`src/rtl/core/qts_div.sv`:
```
// pipelined restoring divider, one quotient bit per stage
`default_nettype none
module qts_div #(
    parameter int NUM_W = 40,
    parameter int DEN_W = 16,
    parameter int TAG_W = 8
) (
    input  wire logic             aclk,
    input  wire logic             aresetn,
    input  wire logic             en,
    input  wire logic             in_valid,
    input  wire logic [NUM_W-1:0] num,
    input  wire logic [DEN_W-1:0] den,
    input  wire logic [TAG_W-1:0] tag_in,
    output logic                  out_valid,
    output logic      [NUM_W-1:0] quo,
    output logic      [TAG_W-1:0] tag_out
);
    logic [NUM_W-1:0] q_reg   [NUM_W+1];
    logic [DEN_W:0]   r_reg   [NUM_W+1];
    logic [DEN_W-1:0] d_reg   [NUM_W+1];
    logic [TAG_W-1:0] t_reg   [NUM_W+1];
    logic             v_reg   [NUM_W+1];

    always_comb begin
        q_reg[0] = num;
        r_reg[0] = '0;
        d_reg[0] = den;
        t_reg[0] = tag_in;
        v_reg[0] = in_valid;
    end

    // one stage per quotient bit, msb first
    for (genvar i = 0; i < NUM_W; i++) begin : g_st
        logic [DEN_W:0]   rs;
        logic [NUM_W-1:0] qs;
        logic [DEN_W:0]   rn_next;
        logic [NUM_W-1:0] qn_next;
        always_comb begin
            rs = {r_reg[i][DEN_W-1:0], q_reg[i][NUM_W-1]};
            qs = {q_reg[i][NUM_W-2:0], 1'b0};
            if (rs >= {1'b0, d_reg[i]}) begin
                rn_next = rs - {1'b0, d_reg[i]};
                qn_next = qs | {{(NUM_W-1){1'b0}}, 1'b1};
            end else begin
                rn_next = rs;
                qn_next = qs;
            end
        end
        logic [DEN_W:0]   rn_reg;
        logic [NUM_W-1:0] qn_reg;
        logic [DEN_W-1:0] dn_reg;
        logic [TAG_W-1:0] tn_reg;
        logic             vn_reg;
        always_ff @(posedge aclk) begin
            if (!aresetn) begin
                vn_reg <= 1'b0;
            end else if (en) begin
                vn_reg <= v_reg[i];
            end
            if (en) begin
                rn_reg <= rn_next;
                qn_reg <= qn_next;
                dn_reg <= d_reg[i];
                tn_reg <= t_reg[i];
            end
        end
        always_comb begin
            r_reg[i+1] = rn_reg;
            q_reg[i+1] = qn_reg;
            d_reg[i+1] = dn_reg;
            t_reg[i+1] = tn_reg;
            v_reg[i+1] = vn_reg;
        end
    end

    assign out_valid = v_reg[NUM_W];
    assign quo       = q_reg[NUM_W];
    assign tag_out   = t_reg[NUM_W];
endmodule
`default_nettype wire

```
`config.mk`:
```
export PLATFORM = sky130hd
export DESIGN_NAME = qts_div
export DESIGN_NICKNAME = d
export VERILOG_FILES = /design/src/rtl/core/qts_div.sv
export SDC_FILE = /design/constraint.sdc
export NUM_CORES = 2
export LEC_CHECK = 0
export BUFFER_PORTS_ARGS = -buffer_cell sky130_fd_sc_hd__buf_2
export CAP_MARGIN = 20
export CORE_UTILIZATION = 63
export DETAILED_ROUTE_END_ITERATION = 10
export GPL_TIMING_DRIVEN = 0
export PLACE_DENSITY = 0.79
export SLEW_MARGIN = 20
export SYNTH_ARGS = -nofsm -noshare
export SYNTH_HDL_FRONTEND = slang
export SYNTH_SLANG_ARGS = --single-unit
```
`constraint.sdc`:
```
create_clock -name aclk -period 4.09 [get_ports aclk]
set_clock_uncertainty 0.1 [all_clocks]
set_input_delay 0.409 -clock aclk [delete_from_list [all_inputs] [get_ports aclk]]
set_output_delay 0.409 -clock aclk [all_outputs]
set_load 0.01 [all_outputs]
```
# Word-level counts from Yosys, hierarchy flattened

Index checks and enable logic that the tools add are counted.

Add/sub/neg operators: 39
$lt $le $gt $ge: 40
Muxes and demuxes: 79

Operator list:

| kind                                                           | count |
|---|---|
| 17-bit by 16-bit greater-or-equal comparator with 1-bit output | 39 |
| 16-bit 2-to-1 mux                                              | 38 |
| 16-bit subtractor                                              | 38 |
| 1-bit 2-to-1 mux                                               | 41 |
| 1-bit by 16-bit greater-or-equal comparator with 1-bit output  | 1 |
| 1-bit by 16-bit subtractor with 16-bit output                  | 1 |

Word-level logic and storage cells: 357
Output and inout port bits: 49
Flip-flop bits (word level): 3208

# Longest topological paths before layout

Word-level depth: 2
Depth in mapped cells: 13

# Least setup slack after synthesis

No wires, ideal clock.

Kind: reg-to-reg
From: register g_st[35].dn_reg[1]
To: register g_st[36].rn_reg[10], data pin
Arrival: 2.758 ns
Path slack: 0.973 ns
Path buffers: 1
Period minus slack after synthesis: 3.117 ns
Data required time: 3.730 ns
Stages on the path, launching flop included: 13
Cells stage by stage: edfxtp_1 inv_1 ha_1 nor2b_1 o21ai_1 nand2b_1 a31oi_1 o21ai_1 a211oi_2 a21oi_1 nor3_4 buf_2 mux2_2

Longest elaborated chain between the ends: 2
Elaborated cells on any way between the ends: 3
Those cells by class: 1 x add/sub; 1 x order compare; 1 x mux

Ends and longest elaborated chain:

| element                                                                                             | line   | text |
|---|---|---|
| start, declared                                                                                     | 52     | `logic [DEN_W-1:0] dn_reg;` |
| start signal, assigned                                                                              | 64     | `dn_reg <= d_reg[i];` |
| 16-bit subtractor or 17-bit by 16-bit greater-or-equal comparator with 1-bit output (tied branches) | 43, 42 |  |
| 16-bit 2-to-1 mux *                                                                                 | 42     | `if (rs >= {1'b0, d_reg[i]}) begin` |
| named net g_st[36].rn_next[10]                                                                      | 37     | `logic [DEN_W:0] rn_next;` |
| end signal, assigned                                                                                | 62     | `rn_reg <= rn_next;` |
| end, declared                                                                                       | 50     | `logic [DEN_W:0] rn_reg;` |

The timed path passes the listed nets; every way through them passes the cells marked *.
A chain may end at the register's enable or synchronous reset.

# Final worst setup path

From: register g_st[37].dn_reg[1]
To: register g_st[38].rn_reg[10], data pin

Longest elaborated chain between the ends: 2
Elaborated cells on any way between the ends: 3
Those cells by class: 1 x add/sub; 1 x order compare; 1 x mux

Ends and longest elaborated chain:

| element                                                                                             | line |
|---|---|
| start, declared                                                                                     | 52 |
| start signal, assigned                                                                              | 64 |
| 16-bit subtractor or 17-bit by 16-bit greater-or-equal comparator with 1-bit output (tied branches) | 43, 42 |
| 16-bit 2-to-1 mux *                                                                                 | 42 |
| named net g_st[38].rn_next[10]                                                                      | 37 |
| end signal, assigned                                                                                | 62 |
| end, declared                                                                                       | 50 |

Marked as above.

==> impl_metrics.ini <==
[detailed_routing]
drt_first_pass_iters = 5
routed_wl_mm = 230
viasPerCell = 5.68
vias = 68958
detail-route-antenna-nets = 0
drt_iter0_drc = 5079
drcViolationCount = 0
wl_per_cell_um = 18.9

[min_path]
min_to = g_st[10].qn_reg[12]$_DFFE_PP_
min_path_cells = 2
min_path_type = input pin to flop
min_from = en

[cts]
clkLatencyLatePin_ns = 0.97
cts_buffer_depth = 4
cts_tree = done
cts_made_buffers = 333
clock-root-buffer = clkbuf_16
htree_levels = 5
clk_pin_slew_ns = 0.06
cts.sinks = 3208

[die]
pin_count = 117
die_w_um = 461
core_area_mm2 = 0.210
die-area_mm2 = 0.213
start_util_pct = 63.4
die_y_um = 461
rows = 168

[layout]
largest_register_ffs = 1560
nets = 9833
multi_input_area_mm2 = 0.0335
nFillCells = 13169
layout_common_cells = 3168 x edfxtp_1, 779 x inv_1, 626 x ha_1
seqCellArea_mm2 = 0.0959
layout-drive-gt1-share_pct = 11.2
final_common_cell = edfxtp_1
area_delta_synth_final_pct = 12.2

[critical_path]
critical_path_class = flop to flop
crit_required_ns = 4.61
cp-start-kind = flop
cp.buffers_inverters = 3
critical_path.most_common_cell = a21oi_1
end_kind = flop
path_cells = inv_1 > ha_1 > nor2b_1 > o31ai_1 > a21oi_1 > o211ai_1 > o21ai_0 > a21oi_1 > o21ai_0 > clkbuf_1 > clkbuf_1 > a21oi_1
crit_start = g_st[37].dn_reg[1]$_DFFE_PP_
cp_top_family = compound AO/OA/AOI/OAI gates
regToRegSetupSlack_ns = 0.16
cpPeakStageDelay_ns = 0.53
worst-r2r-cell-count = 12
r2r_start = g_st[37].dn_reg[1]$_DFFE_PP_
cpMaxStageDelayCell = clkbuf_1
worstPathArrival_ns = 4.46
reg2reg_to = g_st[38].rn_reg[10]$_DFFE_PP_
cp_max_fo = 10

[placed_design]
port-buffer-count = 115
gp_congestion = 0.911
pre_cts_ws_ns = -2.26
dpl.hpwl_mm = 146

[synthesis]
synth-seq-cells = 3208
synth_nets = 9271
ys_seq_area_share_pct = 72.2
synth_ff_type = edfxtp_1
avgSynthCellArea_um2 = 15.6
ys_types = 82
ys_warn_count = 0
syn_inst = 8539
synth-edff-count = 3168
synthesis.area_mm2 = 0.133
ys_async_sr_fraction_pct = 0

[timing]
hold_violations = 0
setup_viol = 0
maxSlewViolCount = 0
tightestPinTransition_ns = 0.856
min_period_ns = 3.93
worst_slack_ns = 0.155
period_share_pct = 96.2
relSlewSlack_pct = 42.4
clock.fmax_mhz = 254
tns_ns = 0

[pwr]
p_per_area_mw_per_mm2 = 726
ir_drop_v = 0.000500
leakagePower_uw = 0.0564

[global_routing]
grt_max_degree = 156
grt-ovfl-total = 0
grt_usage_pct = 21.7
grt_first_pass_wirelength_mm = 364
grt_pass1_vias = 69252
antenna_found_initial = 2

[run]
maxCapViolations = 0

[run_status]
status = finished clean
worst max-delay path by stage:
stage	endpoint	slack, ns	cells after the start
final	g_st[38].rn_reg[10]$_DFFE_PP_	0.16	12
after global routing	g_st[18].rn_reg[2]$_DFFE_PP_	-0.01	11
after CTS	g_st[25].rn_reg[8]$_DFFE_PP_	0.06	11
after detailed placement	g_st[18].vn_reg$_SDFFE_PN0P_	-2.26	12
after global placement	quo[37]$_DFFE_PP_	-45.25	1
after floorplan	g_st[36].rn_reg[10]$_DFFE_PP_	0.97	12
final cells by class:
class	count	share of cell area (%)
well taps	2805	2.36
repair buffers	227	1.53
multi-input cells	4445	22.5
plain buffers	104	0.328
clock inverters	164	1.04
inverters	782	1.97
clock buffers	409	5.92
flip-flops and latches	3208	64.4
diodes	2	0.00336
worst register-to-register path, cell delays in order, from the launching register on:
cell and delay, ns:
edfxtp_1 0.41, inv_1 0.06, ha_1 0.37, nor2b_1 0.23, o31ai_1 0.11, a21oi_1 0.37, o211ai_1 0.22, o21ai_0 0.22
a21oi_1 0.10, o21ai_0 0.24, clkbuf_1 0.53, clkbuf_1 0.51, a21oi_1 0.18
power breakdown:
part / switching, uW / internal, uW / leakage, uW
clock: 12000 / 17000 / 0.00505
combinational: 18100 / 14900 / 0.0201
sequential: 2690 / 43500 / 0.0313
total: 32800 / 75400 / 0.0564
timing repair:
item                                    CTS  global route
cloned                                    5             0
endpoints found under the setup margin  197            51
buffers inserted                          0             1
hold buffers                             83             0
gates resized for setup                   4            14
endpoints found under the hold margin   204             0
pin swaps                                 0             1
kinds of logic after synthesis:
logic type | share of synthesized area (%)
AOI/OAI and AO/OA | 7.06
xor gates and xnor gates | 2.78
adders and majority gates | 6.47
buffers and inverters | 2.57
DFF | 72.2
muxes | 3.60
and+or+nand+nor | 5.28
through the flow:
stage	hold WS [ns]	utilization [%]	total power (uW)	instances	cell area, um^2
after CTS	0.000549	71.1	109000	12143	149000
after detailed placement	0.305	65.6	78900	11482	138000
after global placement	0.300	65.3	79100	11459	137000
after floorplan	0.300	-	70500	8539	133000
final	0.0425	71.1	108000	12146	149000
after global routing	0.0253	71.1	114000	12145	149000
routing by layer:
layer | part of all wire (%) | track usage, % | vias to the layer above | wire length, um
met1 | 42 | 27.8 | 33509 | 96500
met3 | 4.2 | 3.04 | 578 | 9760
met5 | 0 | 0 | - | 0
met4 | 3.9 | 8.91 | 0 | 9010
li1 | - | - | 33175 | -
met2 | 50 | 37.3 | 1696 | 115000
synth_stat cells, drive strengths merged, types with 46 or more instances:
| master | n | area share (%) |
|---|---|---|
| edfxtp | 3168 | 72 |
| inv | 782 | 2.2 |
| ha | 626 | 5.9 |
| a21oi | 517 | 2.0 |
| nor2 | 509 | 1.4 |
| mux2 | 343 | 2.9 |
| o21ai | 327 | 1.2 |
| xnor2 | 266 | 1.8 |
| nand2 | 252 | 0.71 |
| xor2 | 155 | 1.0 |
| a21o | 137 | 0.77 |
| nor2b | 131 | 0.62 |
| nor3 | 107 | 0.43 |
| nand3 | 103 | 0.39 |
| o21a | 93 | 0.53 |
| mux2i | 90 | 0.68 |
| nand2b | 86 | 0.41 |
| nand4 | 84 | 0.40 |
| clkbuf | 63 | 0.18 |
| a211oi | 50 | 0.29 |
| o31ai | 46 | 0.26 |
No activity file was read; power rests on OpenSTA's default activity.
